==> src/rtl/mandelbrot_escape_pixel_unit_defines.svh <==
// Assertion macros shared by the escape pixel unit RTL.
// Standalone header; each use names its clock and its reset.
`ifndef MANDELBROT_ESCAPE_PIXEL_UNIT_DEFINES_SVH
`define MANDELBROT_ESCAPE_PIXEL_UNIT_DEFINES_SVH

// same-cycle implication
`define MEP_ASSERT_SAME(lbl, clk, rst, ante, cons) \
  lbl: assert property (@(posedge clk) disable iff (rst) (ante) |-> (cons)) \
    else $error("mep assertion failed");

// next-cycle implication
`define MEP_ASSERT_NEXT(lbl, clk, rst, ante, cons) \
  lbl: assert property (@(posedge clk) disable iff (rst) (ante) |=> (cons)) \
    else $error("mep assertion failed");

`endif

==> src/rtl/mep_pkg.sv <==
// Shared types and constants for the escape pixel unit.
// No dependencies; imported by the interfaces and the top level.
package mep_pkg;

  localparam int COL_W   = 12;
  localparam int ROW_W   = 12;
  localparam int DIM_W   = 13;
  localparam int MIT_W   = 16;
  localparam int ADDR_W  = 24;
  localparam int SHADE_W = 8;
  localparam int CFG_IDX_W  = 2;
  localparam int CFG_DATA_W = 16;

  // register indexes on the configuration channel
  localparam logic [CFG_IDX_W-1:0] CFG_FRAME_WIDTH    = 2'd0;
  localparam logic [CFG_IDX_W-1:0] CFG_FRAME_HEIGHT   = 2'd1;
  localparam logic [CFG_IDX_W-1:0] CFG_MAX_ITERATIONS = 2'd2;

  localparam logic [DIM_W-1:0] RST_FRAME_WIDTH    = 13'd640;
  localparam logic [DIM_W-1:0] RST_FRAME_HEIGHT   = 13'd480;
  localparam logic [MIT_W-1:0] RST_MAX_ITERATIONS = 16'd255;

  localparam int SHADE_SCALE = 255;

  // digit width of the shared serial multiplier
  localparam int DIGIT_W = 16;

  typedef enum logic [3:0] {
    S_IDLE,
    S_DIV_RE,
    S_DIV_IM,
    S_SQ_RE,
    S_SQ_IM,
    S_TEST,
    S_MUL_RI,
    S_SHADE,
    S_DONE
  } state_t;

endpackage

==> src/rtl/mep_cfg_if.sv <==
// Configuration write channel: register index and data.
// Depends on mep_pkg for the field widths.
interface mep_cfg_if import mep_pkg::*; ();
  logic                  valid;
  logic                  ready;
  logic [CFG_IDX_W-1:0]  index;
  logic [CFG_DATA_W-1:0] data;

  modport source (output valid, index, data, input ready);
  modport sink   (input valid, index, data, output ready);
endinterface

==> src/rtl/mep_coord_if.sv <==
// Pixel coordinate channel: one column and row per beat.
// Depends on mep_pkg for the field widths.
interface mep_coord_if import mep_pkg::*; ();
  logic             valid;
  logic             ready;
  logic [COL_W-1:0] column;
  logic [ROW_W-1:0] row;

  modport source (output valid, column, row, input ready);
  modport sink   (input valid, column, row, output ready);
endinterface

==> src/rtl/mep_pixel_if.sv <==
// Result channel: pixel address, shade and out-of-range flag per beat.
// Depends on mep_pkg for the field widths.
interface mep_pixel_if import mep_pkg::*; ();
  logic               valid;
  logic               ready;
  logic [ADDR_W-1:0]  pixel_address;
  logic [SHADE_W-1:0] shade;
  logic               out_of_range;

  modport source (output valid, pixel_address, shade, out_of_range, input ready);
  modport sink   (input valid, pixel_address, shade, out_of_range, output ready);
endinterface

==> src/rtl/mandelbrot_escape_pixel_unit.sv <==
// Mandelbrot escape-time shader for one pixel per beat.
// Channels: cfg writes frame_width (0), frame_height (1), max_iterations (2);
// coord takes a column and row; pixel returns address, shade, out_of_range.
// One beat at a time: coord.ready is high only while the unit is idle. A beat
// outside the frame skips the arithmetic and goes straight to the finish.
// Otherwise the two point divisions run on the radix-2 divider, then the first
// squaring and each iteration run on the single serial multiplier, and on
// escape the shade division runs on the divider before the finish.
// The result sits in an output register; a new coordinate is taken while it
// waits, and the unit holds its next result until pixel.ready frees the slot.
// Reset (rst, synchronous) returns to idle, drops any pending result and
// loads 640 x 480 with 255 iterations. Configuration is taken every cycle
// and must only change while the unit is idle with no pending result.
// Depends on mep_pkg, the three mep_*_if interfaces and the defines header.
`include "mandelbrot_escape_pixel_unit_defines.svh"

module mandelbrot_escape_pixel_unit import mep_pkg::*; #(
  parameter int FRAC_BITS = 26,
  parameter int MAX_DIM   = 4096
) (
  input logic          clk,
  input logic          rst,
  mep_cfg_if.sink      cfg,
  mep_coord_if.sink    coord,
  mep_pixel_if.source  pixel
);

  localparam int MW  = FRAC_BITS + 3;              // operand magnitude bits
  localparam int VW  = FRAC_BITS + 4;              // signed z / c width
  localparam int PW  = FRAC_BITS + 6;              // product magnitude bits
  localparam int EW  = PW + 2;                     // update sum width
  localparam int ND  = (MW + DIGIT_W - 1) / DIGIT_W;
  localparam int BW  = ND * DIGIT_W;
  localparam int AW  = MW + BW;
  localparam int DCW = $clog2(ND);
  localparam int NW  = FRAC_BITS + 14;             // dividend bits
  localparam int SCW = $clog2(NW);
  localparam int RW  = MIT_W;                      // divisor / remainder bits

  localparam logic signed [VW-1:0] NEG_TWO = {3'b111, {(FRAC_BITS + 1){1'b0}}};
  localparam logic signed [VW-1:0] NEG_SEVEN_QUARTERS =
    {6'b111001, {(FRAC_BITS - 2){1'b0}}};
  localparam logic [PW:0] FOUR_FX = (PW + 1)'(4) << FRAC_BITS;

  function automatic logic [MW-1:0] fx_mag(input logic signed [VW-1:0] x);
    logic [VW-1:0] n;
    n = -x;
    return x[VW-1] ? n[MW-1:0] : x[MW-1:0];
  endfunction

  // configuration
  logic [DIM_W-1:0] frame_width;
  logic [DIM_W-1:0] frame_height;
  logic [MIT_W-1:0] max_iterations;
  logic [DIM_W-1:0] w_eff;
  logic [DIM_W-1:0] h_eff;

  // control
  state_t state, state_next;
  logic   first;
  logic   out_valid;
  logic   out_load;
  logic [MIT_W-1:0] k;

  // pixel payload
  logic [COL_W-1:0] col_q;
  logic [ROW_W-1:0] row_q;
  logic             oor_q;
  logic [SHADE_W-1:0] shade_q;
  logic             oor_in;
  logic [ADDR_W:0]  addr_full;

  // orbit
  logic signed [VW-1:0] re, im, cre, cim;
  logic [PW-1:0] rr, ii;

  // serial multiplier
  logic [AW-1:0]        acc, acc_step;
  logic [DCW-1:0]       dcnt, didx;
  logic [MW-1:0]        mul_a, mul_b;
  logic [BW-1:0]        b_pad;
  logic [DIGIT_W-1:0]   digit;
  logic [MW+DIGIT_W-1:0] partial;
  logic                 mul_neg, mul_last;
  logic [PW-1:0]        prod_mag;
  logic signed [PW:0]   prod_s;
  logic signed [EW-1:0] re_sum, im_sum;

  // radix-2 divider
  logic [NW-1:0]  nq, nq_step;
  logic [RW-1:0]  rem, rem_step, dvs;
  logic [RW:0]    trial, diff;
  logic           take, div_last;
  logic [SCW-1:0] scnt;
  logic signed [VW-1:0] c_from_q_re, c_from_q_im;

  // iteration test
  logic [MIT_W-1:0] k_inc, k_cont;
  logic             esc_big, escape, keep_going;

  assign w_eff = (frame_width > DIM_W'(MAX_DIM)) ? DIM_W'(MAX_DIM) : frame_width;
  assign h_eff = (frame_height > DIM_W'(MAX_DIM)) ? DIM_W'(MAX_DIM) : frame_height;
  assign oor_in = (DIM_W'(coord.column) >= w_eff) || (DIM_W'(coord.row) >= h_eff);

  assign cfg.ready = 1'b1;

  always_ff @(posedge clk) begin
    if (rst) begin
      frame_width    <= RST_FRAME_WIDTH;
      frame_height   <= RST_FRAME_HEIGHT;
      max_iterations <= RST_MAX_ITERATIONS;
    end else if (cfg.valid) begin
      case (cfg.index)
        CFG_FRAME_WIDTH:    frame_width    <= cfg.data[DIM_W-1:0];
        CFG_FRAME_HEIGHT:   frame_height   <= cfg.data[DIM_W-1:0];
        CFG_MAX_ITERATIONS: max_iterations <= cfg.data[MIT_W-1:0];
        default: ;
      endcase
    end
  end

  // multiplier: one 16-bit digit of b per cycle, most significant first
  always_comb begin
    case (state)
      S_SQ_IM: begin
        mul_a   = fx_mag(im);
        mul_b   = fx_mag(im);
        mul_neg = 1'b0;
      end
      S_MUL_RI: begin
        mul_a   = fx_mag(re);
        mul_b   = fx_mag(im);
        mul_neg = re[VW-1] ^ im[VW-1];
      end
      default: begin
        mul_a   = fx_mag(re);
        mul_b   = fx_mag(re);
        mul_neg = 1'b0;
      end
    endcase
    b_pad    = BW'(mul_b);
    didx     = DCW'(ND - 1) - dcnt;
    digit    = b_pad[didx*DIGIT_W +: DIGIT_W];
    partial  = (MW + DIGIT_W)'(mul_a) * (MW + DIGIT_W)'(digit);
    acc_step = ((dcnt == '0) ? '0 : (acc << DIGIT_W)) + AW'(partial);
    mul_last = (dcnt == DCW'(ND - 1));
    prod_mag = acc_step[FRAC_BITS +: PW];
    prod_s   = mul_neg ? -$signed({1'b0, prod_mag}) : $signed({1'b0, prod_mag});
    re_sum   = $signed({1'b0, rr}) - $signed({1'b0, ii}) + EW'(cre);
    im_sum   = (EW'(prod_s) <<< 1) + EW'(cim);
  end

  // divider: one quotient bit per cycle
  always_comb begin
    trial       = {rem, nq[NW-1]};
    take        = (trial >= {1'b0, dvs});
    diff        = trial - {1'b0, dvs};
    rem_step    = take ? diff[RW-1:0] : trial[RW-1:0];
    nq_step     = {nq[NW-2:0], take};
    div_last    = (scnt == SCW'(NW - 1));
    c_from_q_re = NEG_TWO + $signed({2'b00, nq_step[FRAC_BITS+1:0]});
    c_from_q_im = NEG_SEVEN_QUARTERS + $signed({2'b00, nq_step[FRAC_BITS+1:0]});
  end

  always_comb begin
    k_inc      = k + MIT_W'(1);
    k_cont     = first ? k : k_inc;
    esc_big    = ((PW + 1)'(rr) + (PW + 1)'(ii)) > FOUR_FX;
    escape     = !first && esc_big;
    keep_going = (k_cont < max_iterations);
    addr_full  = (ADDR_W + 1)'(row_q) * (ADDR_W + 1)'(w_eff) + (ADDR_W + 1)'(col_q);
  end

  // next state
  always_comb begin
    state_next = state;
    case (state)
      S_IDLE:   if (coord.valid) state_next = oor_in ? S_DONE : S_DIV_RE;
      S_DIV_RE: if (div_last) state_next = S_DIV_IM;
      S_DIV_IM: if (div_last) state_next = S_SQ_RE;
      S_SQ_RE:  if (mul_last) state_next = S_SQ_IM;
      S_SQ_IM:  if (mul_last) state_next = S_TEST;
      S_TEST: begin
        if (escape) state_next = S_SHADE;
        else if (!keep_going) state_next = S_DONE;
        else state_next = S_MUL_RI;
      end
      S_MUL_RI: if (mul_last) state_next = S_SQ_RE;
      S_SHADE:  if (div_last) state_next = S_DONE;
      S_DONE:   if (!out_valid || pixel.ready) state_next = S_IDLE;
      default:  state_next = S_IDLE;
    endcase
  end

  // outputs of the sequencer
  always_comb begin
    coord.ready = (state == S_IDLE);
    out_load    = (state == S_DONE) && (!out_valid || pixel.ready);
  end

  always_ff @(posedge clk) begin
    if (rst) begin
      state     <= S_IDLE;
      out_valid <= 1'b0;
      dcnt      <= '0;
      scnt      <= '0;
    end else begin
      state <= state_next;
      if (out_load) out_valid <= 1'b1;
      else if (pixel.ready) out_valid <= 1'b0;
      if (state == S_SQ_RE || state == S_SQ_IM || state == S_MUL_RI) begin
        dcnt <= mul_last ? '0 : dcnt + DCW'(1);
      end
      if (state == S_DIV_RE || state == S_DIV_IM || state == S_SHADE) begin
        scnt <= div_last ? '0 : scnt + SCW'(1);
      end
    end
  end

  // datapath
  always_ff @(posedge clk) begin
    case (state)
      S_IDLE: begin
        if (coord.valid) begin
          col_q   <= coord.column;
          row_q   <= coord.row;
          oor_q   <= oor_in;
          shade_q <= '0;
          k       <= '0;
          first   <= 1'b1;
          nq      <= {(COL_W + 2)'(coord.column) * (COL_W + 2)'(3),
                      {FRAC_BITS{1'b0}}};
          rem     <= '0;
          dvs     <= RW'(w_eff);
        end
      end
      S_DIV_RE: begin
        if (div_last) begin
          cre <= c_from_q_re;
          re  <= c_from_q_re;
          nq  <= {(ROW_W + 3)'(row_q) * (ROW_W + 3)'(7), {(FRAC_BITS - 1){1'b0}}};
          rem <= '0;
          dvs <= RW'(h_eff);
        end else begin
          nq  <= nq_step;
          rem <= rem_step;
        end
      end
      S_DIV_IM: begin
        if (div_last) begin
          cim <= c_from_q_im;
          im  <= c_from_q_im;
        end else begin
          nq  <= nq_step;
          rem <= rem_step;
        end
      end
      S_SQ_RE: begin
        acc <= acc_step;
        if (mul_last) rr <= prod_mag;
      end
      S_SQ_IM: begin
        acc <= acc_step;
        if (mul_last) ii <= prod_mag;
      end
      S_TEST: begin
        first <= 1'b0;
        if (escape) begin
          // shade = k * 255 / max_iterations, k below the limit here
          nq  <= NW'(ADDR_W'(k) * ADDR_W'(SHADE_SCALE));
          rem <= '0;
          dvs <= max_iterations;
        end else begin
          k <= k_cont;
        end
      end
      S_MUL_RI: begin
        acc <= acc_step;
        if (mul_last) begin
          re <= re_sum[VW-1:0];
          im <= im_sum[VW-1:0];
        end
      end
      S_SHADE: begin
        if (div_last) shade_q <= nq_step[SHADE_W-1:0];
        else begin
          nq  <= nq_step;
          rem <= rem_step;
        end
      end
      default: ;
    endcase
    if (out_load) begin
      pixel.pixel_address <= addr_full[ADDR_W-1:0];
      pixel.shade         <= shade_q;
      pixel.out_of_range  <= oor_q;
    end
  end

  assign pixel.valid = out_valid;

  `MEP_ASSERT_NEXT(a_busy_after_beat, clk, rst, coord.valid && coord.ready, state != S_IDLE)
  `MEP_ASSERT_SAME(a_oor_dark, clk, rst, pixel.valid && pixel.out_of_range, pixel.shade == 8'd0)
  `MEP_ASSERT_SAME(a_iter_below_limit, clk, rst, state == S_MUL_RI, k < max_iterations)
  `MEP_ASSERT_SAME(a_shade_divisor, clk, rst, state == S_SHADE, dvs != '0)

endmodule

==> src/flat_wrapper.sv <==
// flat-port wrapper written by rule: the top's interface ports become plain ports
module mandelbrot_escape_pixel_unit_flat import mep_pkg::*;
#(
  parameter int FRAC_BITS = 26,
  parameter int MAX_DIM   = 4096
)
  (clk, rst, cfg_valid, cfg_index, cfg_data, cfg_ready, coord_valid, coord_column, coord_row, coord_ready, pixel_valid, pixel_pixel_address, pixel_shade, pixel_out_of_range, pixel_ready);
  mep_cfg_if cfg_i ();
  mep_coord_if coord_i ();
  mep_pixel_if pixel_i ();
  input logic clk;
  input logic rst;
  input wire logic [$bits(cfg_i.valid)-1:0] cfg_valid;
  input wire logic [$bits(cfg_i.index)-1:0] cfg_index;
  input wire logic [$bits(cfg_i.data)-1:0] cfg_data;
  output wire logic [$bits(cfg_i.ready)-1:0] cfg_ready;
  input wire logic [$bits(coord_i.valid)-1:0] coord_valid;
  input wire logic [$bits(coord_i.column)-1:0] coord_column;
  input wire logic [$bits(coord_i.row)-1:0] coord_row;
  output wire logic [$bits(coord_i.ready)-1:0] coord_ready;
  output wire logic [$bits(pixel_i.valid)-1:0] pixel_valid;
  output wire logic [$bits(pixel_i.pixel_address)-1:0] pixel_pixel_address;
  output wire logic [$bits(pixel_i.shade)-1:0] pixel_shade;
  output wire logic [$bits(pixel_i.out_of_range)-1:0] pixel_out_of_range;
  input wire logic [$bits(pixel_i.ready)-1:0] pixel_ready;
  assign cfg_i.valid = cfg_valid;
  assign cfg_i.index = cfg_index;
  assign cfg_i.data = cfg_data;
  assign cfg_ready = cfg_i.ready;
  assign coord_i.valid = coord_valid;
  assign coord_i.column = coord_column;
  assign coord_i.row = coord_row;
  assign coord_ready = coord_i.ready;
  assign pixel_valid = pixel_i.valid;
  assign pixel_pixel_address = pixel_i.pixel_address;
  assign pixel_shade = pixel_i.shade;
  assign pixel_out_of_range = pixel_i.out_of_range;
  assign pixel_i.ready = pixel_ready;
  mandelbrot_escape_pixel_unit #(.FRAC_BITS(FRAC_BITS), .MAX_DIM(MAX_DIM)) u_core (.clk(clk), .rst(rst), .cfg(cfg_i), .coord(coord_i), .pixel(pixel_i));
endmodule
==> config.mk <==
export PLATFORM = sky130hd
export DESIGN_NAME = mandelbrot_escape_pixel_unit_flat
export DESIGN_NICKNAME = d
export VERILOG_FILES = /design/src/rtl/mep_pkg.sv /design/src/rtl/mep_cfg_if.sv /design/src/rtl/mep_coord_if.sv /design/src/rtl/mep_pixel_if.sv /design/src/rtl/mandelbrot_escape_pixel_unit.sv /design/src/flat_wrapper.sv
export VERILOG_INCLUDE_DIRS = /design/src /design/src/rtl
export SDC_FILE = /design/constraint.sdc
export NUM_CORES = 2
export LEC_CHECK = 0
export ABC_AREA = 1
export BUFFER_PORTS_ARGS = -buffer_cell sky130_fd_sc_hd__buf_2
export CAP_MARGIN = 10
export CORE_MARGIN = 2
export CORE_UTILIZATION = 51
export CTS_CLUSTER_SIZE = 40
export DETAILED_ROUTE_END_ITERATION = 10
export PLACE_DENSITY = 0.67
export SYNTH_ARGS = -nofsm -noshare
export SYNTH_HDL_FRONTEND = slang
export SYNTH_SLANG_ARGS = --single-unit
==> constraint.sdc <==
create_clock -name clk -period 21.9 [get_ports clk]
set_input_delay 0 -clock clk [delete_from_list [all_inputs] [get_ports clk]]
set_output_delay 0 -clock clk [all_outputs]
set_load 0.03 [all_outputs]
; ---- Word level (Yosys, flattened, before mapping)
; Cells that the tools add are included.
[classes]
n_shift = 1
reduce_logical = 38
multipliers = 5
n_eq_ne = 22
n_mux = 54
n_lt_le_gt_ge = 7
n_addsub = 16
n_bitwise = 1
[op_table]
columns = operator, count
row1 = 16-bit 2-to-1 mux, 10
row2 = 40-bit 2-to-1 mux, 4
row3 = 40-bit case mux with 4 select lines, 1
row4 = 29-bit 2-to-1 mux, 5
row5 = 30-bit 2-to-1 mux, 4
row6 = 30-bit case mux with 2 select lines, 2
row7 = 29-bit negation, 3
row8 = 16-bit case mux with 4 select lines, 1
row9 = 28-bit by 29-bit adder with 30-bit output (first input constant), 2
row10 = 30-bit adder, 2
row11 = 58-bit by 45-bit adder with 58-bit output, 1
row12 = 58-bit 2-to-1 mux, 1
row13 = 16-bit case mux with 3 select lines, 1
row14 = 29-bit by 16-bit multiplier with 45-bit output, 1
row15 = 4-bit 2-to-1 mux, 11
row16 = 4-bit case mux with 9 select lines, 1
row17 = 32-bit by 32-bit adder with 33-bit output, 1
row18 = 33-bit by 29-bit > comparator with 1-bit output (second input constant), 1
row19 = 16-bit case mux with 2 select lines, 1
row20 = 32-bit by 6-bit indexed part select with 16-bit output, 1
row21 = 30-bit subtractor, 1
row22 = 12-bit by 13-bit >= comparator with 1-bit output, 2
row23 = 13-bit > comparator (second input constant), 2
row24 = 13-bit 2-to-1 mux, 2
row25 = 41 further kinds, 83
[word_totals]
ff_bits = 435
out_inout_bits = 36
inputBits = 47
elab_cells = 170

; ---- Depth between registers and ports, before layout
[logic_depth]
ltp_word = 11
ltp_mapped = 68
depth_no_buf = 67

; ---- Least setup slack after synthesis
; OpenSTA, ideal clock, no wires.
[synth_path]
path_kind = reg-to-reg
start = register u_core.re[0]
end = register u_core.im[22], data pin
setup_slack_ps = 12624
stages_incl_launch_ff = 53
arrival_time_ps = 9010
required_ps = 21634
setup_ps = 266
path_buffers = 1
cell_sequence = edfxtp_1 -> inv_1 -> ha_1 -> nand3_2 -> nor2_2 -> nand3_2 -> nor3_2 -> nand2_2 -> nor3_4 -> nand3_2 -> nor2_1 -> nor2_1 -> xor2_1 -> nand2_1 -> o211ai_1 -> nand2_1 -> buf_2 -> nor2_1 -> (+17 left out) -> xor2_1 -> inv_1 -> ha_1 -> nand3_2 -> nand2_1 -> xor2_1 -> ha_1 -> nand2_1 -> inv_1 -> a21oi_1 -> o21ai_0 -> a21oi_1 -> inv_1 -> a31oi_1 -> o21ai_0 -> a21o_1 -> o21ai_0 -> o21ai_0
[synth_between]
elab_chain_len = 11
[synth_lines]
columns = item, line_no
row1 = from (decl), mandelbrot_escape_pixel_unit.sv:74  ; logic signed [VW-1:0] re, im, cre, cim;
row2 = from (signal assigned), mandelbrot_escape_pixel_unit.sv:240  ; re <= c_from_q_re;
row3 = from (signal assigned), mandelbrot_escape_pixel_unit.sv:280  ; re <= re_sum[VW-1:0];
row4 = 29-bit negation, mandelbrot_escape_pixel_unit.sv:47  ; n = -x;
row5 = 29-bit 2-to-1 mux (*), mandelbrot_escape_pixel_unit.sv:48  ; return x[VW-1] ? n[MW-1:0] : x[MW-1:0];
row6 = 29-bit 2-to-1 mux, n/a
row7 = 32-bit by 6-bit indexed part select with 16-bit output, mandelbrot_escape_pixel_unit.sv:143  ; digit = b_pad[didx*DIGIT_W +: DIGIT_W];
row8 = 29-bit by 16-bit multiplier with 45-bit output (*), mandelbrot_escape_pixel_unit.sv:144  ; partial = (MW + DIGIT_W)'(mul_a) * (MW + DIGIT_W)'(digit);
row9 = 58-bit by 45-bit adder with 58-bit output (*), mandelbrot_escape_pixel_unit.sv:145  ; acc_step = ((dcnt == '0) ? '0 : (acc << DIGIT_W)) + AW'(partial);
row10 = via u_core.acc_step[26], mandelbrot_escape_pixel_unit.sv:78  ; logic [AW-1:0] acc, acc_step;
row11 = 29-bit negation, mandelbrot_escape_pixel_unit.sv:148  ; prod_s = mul_neg ? -$signed({1'b0, prod_mag}) : $signed({1'b0, prod_mag});
row12 = 29-bit 2-to-1 mux (*), mandelbrot_escape_pixel_unit.sv:148
row13 = 30-bit adder (*), mandelbrot_escape_pixel_unit.sv:150  ; im_sum = (EW'(prod_s) <<< 1) + EW'(cim);
row14 = 30-bit 2-to-1 mux (*), mandelbrot_escape_pixel_unit.sv:279  ; if (mul_last) begin
row15 = 30-bit case mux with 2 select lines (*), mandelbrot_escape_pixel_unit.sv:222  ; case (state)
row16 = to (signal assigned), mandelbrot_escape_pixel_unit.sv:252  ; im <= c_from_q_im;
row17 = to (signal assigned), mandelbrot_escape_pixel_unit.sv:281  ; im <= im_sum[VW-1:0];
row18 = to (decl), mandelbrot_escape_pixel_unit.sv:74
; The timed path passes the listed nets; every way through them passes the cells marked *. The select of a mux whose other input is x is not followed.
; A chain may end at the register's enable or synchronous reset.

; ---- Worst setup path in the final report
[layout_path]
start = register u_core.state[2]
end = register u_core.im[23], data pin
[layout_between]
elab_chain_len = 11
[layout_lines]
columns = item, line_no
row1 = from (decl), mandelbrot_escape_pixel_unit.sv:59  ; state_t state, state_next;
row2 = from (signal assigned), mandelbrot_escape_pixel_unit.sv:208  ; state <= state_next;
row3 = 4-bit by 3-bit == test with 1-bit output, mandelbrot_escape_pixel_unit.sv:124  ; case (state)
row4 = 2-bit OR reduction (no line), n/a
row5 = 29-bit 2-to-1 mux, n/a
row6 = 32-bit by 6-bit indexed part select with 16-bit output, mandelbrot_escape_pixel_unit.sv:143
row7 = 29-bit by 16-bit multiplier with 45-bit output (*), mandelbrot_escape_pixel_unit.sv:144
row8 = 58-bit by 45-bit adder with 58-bit output (*), mandelbrot_escape_pixel_unit.sv:145
row9 = via u_core.acc_step[26], mandelbrot_escape_pixel_unit.sv:78
row10 = 29-bit negation, mandelbrot_escape_pixel_unit.sv:148
row11 = 29-bit 2-to-1 mux (*), mandelbrot_escape_pixel_unit.sv:148
row12 = 30-bit adder (*), mandelbrot_escape_pixel_unit.sv:150
row13 = 30-bit 2-to-1 mux (*), mandelbrot_escape_pixel_unit.sv:279
row14 = 30-bit case mux with 2 select lines (*), mandelbrot_escape_pixel_unit.sv:222
; Marks and branches as above.

==> flow_metrics.py <==
metrics = {
    "critical_path": {
        "crit_path_end_kind": "flip-flop",
        "crit_slowest_cell": "clkinv_1",
        "max_stage_delay_ps": 880,
        "worstRegToRegCells": 51,
        "cp-start-kind": "flip-flop",
        "crit_type": "flip-flop to flip-flop",
        "r2r_start": "u_core.state[2]",
        "cp_common_cell": "nand2_1",
        "reg2reg_slack_ps": 9090,
        "arrival_ps": 13170,
        "crit_required_ps": 22260,
        "timing.rr.end": "u_core.im[23]",
        "crit_fanout": 34,
    },
    "yosys": {
        "synth-edff-count": 379,
        "ys_types": 69,
        "ys_seq_elements": 433,
        "async_flop_share_pct": 0,
        "syn-num-nets": 7664,
        "synth.area.top_cells": "fa_1 24%, edfxtp_1 21%, ha_1 11%, inv_1 10%, nand2_1 9.2%",
        "ys_warn_count": 0,
        "synth.most_common_cell": "inv_1",
        "syn-instance-count": 6513,
        "synth-main-ff-cell": "edfxtp_1",
        "synth_top_area_share_pct": 24.07,
        "avgSynthCellArea_um2": 8.174,
        "syn-cell-area_um2": 53240,
        "synth_top_cell_by_area": "fa_1",
        "seq_area_frac_synth_pct": 23.41,
        "yosys-top-cells-count": "1437 x inv_1, 1308 x nand2_1, 653 x nor2_1, 640 x fa_1, 464 x ha_1",
    },
    "drt": {
        "wl_um": 164300,
        "wl_per_cell_um": 20.45,
        "drc_errors": 0,
        "postRouteAntennaNets": 0,
        "first_pass_iters": 6,
        "viasPerCell": 5.443,
        "vias": 43718,
        "drtIter0Drc": 3511,
    },
    "grt": {
        "antenna_found_initial": 1,
        "grt_pass1_wl_um": 253300,
        "grt_overflow": 0,
        "grt_max_degree": 64,
        "grtUsageTotal_pct": 30.89,
        "grt_pass1_vias": 43725,
    },
    "hold_path": {
        "holdPathStages": 2,
        "holdPathEnd": "u_core.row_q[11]",
        "holdCritPathClass": "input pin to flip-flop",
        "min_from": "coord_row[11]",
    },
    "sta": {
        "setup-tns-final_ps": 0,
        "finalHoldViolations": 0,
        "tightest_slew_ps": 1279,
        "finClkSkew_ps": 44.75,
        "maxSlewViolCount": 0,
        "setup_violations": 0,
        "rsz0062_at_grt": "false",
        "fin_crit_ps": 12810,
        "finalCritPeriodShare_pct": 58.49,
        "slew_headroom_pct": 14.16,
        "fmaxAchievable_ghz": 0.07807,
    },
    "run": {
        "cap_violations": 0,
    },
    "power": {
        "p_seq_share_pct": 23.2,
        "internal_power_mw": 2.748,
        "power_density_nw_per_um2": 94.70,
        "switchingPower_mw": 2.677,
        "peakVddDrop_mv": 0.1660,
        "swShare_pct": 49.34,
        "p_leak_nw": 28.71,
        "total_power_mw": 5.425,
        "pwr-share-comb_pct": 61.4,
        "p_clk_share_pct": 15.5,
    },
    "cts": {
        "clock-sinks": 433,
        "cts_root_buf": "clkbuf_16",
        "ctsResizeCount": 0,
        "clock_latency_ps": 660,
        "clk_pin_slew_worst_paths_ps": 70,
        "clock_tree.buffer_depth": 3,
        "numCtsBuffers": 48,
        "cts_tree": "done",
        "cts-htree-levels": 2,
    },
    "die": {
        "die_w_um": 327.1,
        "placementRows": 118,
        "dieHeight_um": 327.1,
        "die-area_um2": 107000,
        "start_util_pct": 51.44,
        "io_pins": 83,
        "coreArea_um2": 103500,
    },
    "cells_and_area": {
        "fin_nets": 7765,
        "num_antenna_cells": 0,
        "syn2layout_area_growth_pct": 7.610,
        "post-route-util_pct": 55.35,
        "instances_no_fill": 8032,
        "drive_gt1_share_pct": 5.322,
    },
    "placed_design": {
        "port_buffers": 81,
        "place_hpwl_um": 134800,
        "dp.cells": 7890,
        "place.gp.congestion": 0.9861,
    },
    "outcome": {
        "status": "complete, no violations",
    },
}
==> power groups by stage <==
stage	combinational (mW)	sequential (mW)	clock [mW]
final	3.33	1.26	0.840
after global routing	3.75	1.27	0.878
after CTS	3.31	1.26	0.848
after detailed placement	3.28	1.27	0
after global placement	3.25	1.27	0
after floorplan	2.34	1.25	0
==> worst max-delay path: cells and delay by family (launching register included) <==
family / cells / cell delay, ps
xor+xnor: 2 / 660
compound gates: 11 / 2920
fa+ha+maj: 9 / 3980
buf+inv: 10 / 2180
flops: 1 / 400
simple gates: 19 / 2370
==> layout by cell type (no fill, tap or decap), types with 19 or more instances in the layout <==
| cell type | count |
|---|---|
| nand2_1 | 1307 |
| o22ai_1 | 19 |
| clkinv_1 | 27 |
| xnor2_1 | 47 |
| nand4_1 | 53 |
| dlygate4sd3_1 | 51 |
| or2_2 | 24 |
| xor2_1 | 144 |
| o21bai_1 | 28 |
| edfxtp_1 | 379 |
| o211ai_1 | 24 |
| dfxtp_1 | 53 |
| ha_1 | 464 |
| nand2_2 | 38 |
| o21ai_1 | 40 |
| buf_2 | 81 |
| buf_4 | 43 |
| a21oi_1 | 325 |
| inv_1 | 1437 |
| nor3_1 | 26 |
| fa_1 | 640 |
| nor2_1 | 647 |
| o21ai_0 | 270 |
| inv_2 | 29 |
| nand3_1 | 169 |
| clkbuf_16 | 48 |
==> per-stage QoR <==
stage / cell area (um^2) / setup slack (ps) / hold WS (ps)
after floorplan: 53240 / 12620 / 98.87
after global placement: 55140 / 9657 / 201.7
after detailed placement: 55140 / 9508 / 204.3
after CTS: 57250 / 9427 / 46.50
after global routing: 57290 / 8380 / 74.02
final: 57290 / 9090 / 72.53
==> layer usage <==
| layer | vias to the layer above | track usage, % | share of wire, % |
|---|---|---|---|
| met5 | - | 0 | 0.012 |
| li1 | 20382 | - | - |
| met4 | 2 | 11.00 | 3.9 |
| met2 | 1645 | 51.30 | 47 |
| met3 | 299 | 4.620 | 7.2 |
| met1 | 21390 | 41.23 | 42 |
==> worst max-delay path by stage <==
stage                     depth (start not counted)             to             from
after floorplan                                  52  u_core.im[22]     u_core.re[0]
after global placement                           51  u_core.im[23]  u_core.state[2]
after detailed placement                         51  u_core.im[23]  u_core.state[2]
after CTS                                        51  u_core.im[23]  u_core.state[2]
after global routing                             49  u_core.im[19]  u_core.state[2]
final                                            51  u_core.im[23]  u_core.state[2]
==> state kept, by name, indices dropped and copies added, names as in the netlist, 4 cells and up <==
name / count
u_core.pixel.pixel_address: 24
u_core.shade_q: 8
u_core.rr: 32
u_core.max_iterations: 16
u_core.row_q: 12
u_core.frame_width: 13
u_core.rem: 16
u_core.col_q: 12
u_core.state: 4
u_core.frame_height: 13
u_core.acc: 42
u_core.k: 16
u_core.scnt: 6
u_core.ii: 32
u_core.cim: 30
u_core.nq: 40
u_core.pixel.shade: 8
u_core.dvs: 16
u_core.im: 30
u_core.re: 30
u_core.cre: 28
==> cell families after synthesis <==
group / Yosys count / share of synthesized area, %
simple gates: 2355 / 18.24
buf+inv: 1614 / 11.64
fa+ha+maj: 1104 / 34.97
compound gates: 814 / 8.571
flops: 433 / 23.41
xor+xnor: 191 / 3.142
other cells: 1 / 0.007044
mux: 1 / 0.01880
==> what timing repair did <==
action / 4_1_cts / 5_1_grt
setup buffers: 0 / 0
hold buffers: 51 / 0
endpoints found under the hold margin: 79 / 0
==> cell type report <==
| class | instances | area, um^2 |
|---|---|---|
| flip-flops and latches | 433 | 12460 |
| well taps | 1380 | 1727 |
| clock buffers | 58 | 1239 |
| fillers | 9657 | 46210 |
| clock inverters | 30 | 357.8 |
| repair buffers | 176 | 1266 |
| multi-input cells | 4466 | 34640 |
| inverters | 1489 | 5594 |
Power figures use the tool's default switching activity.
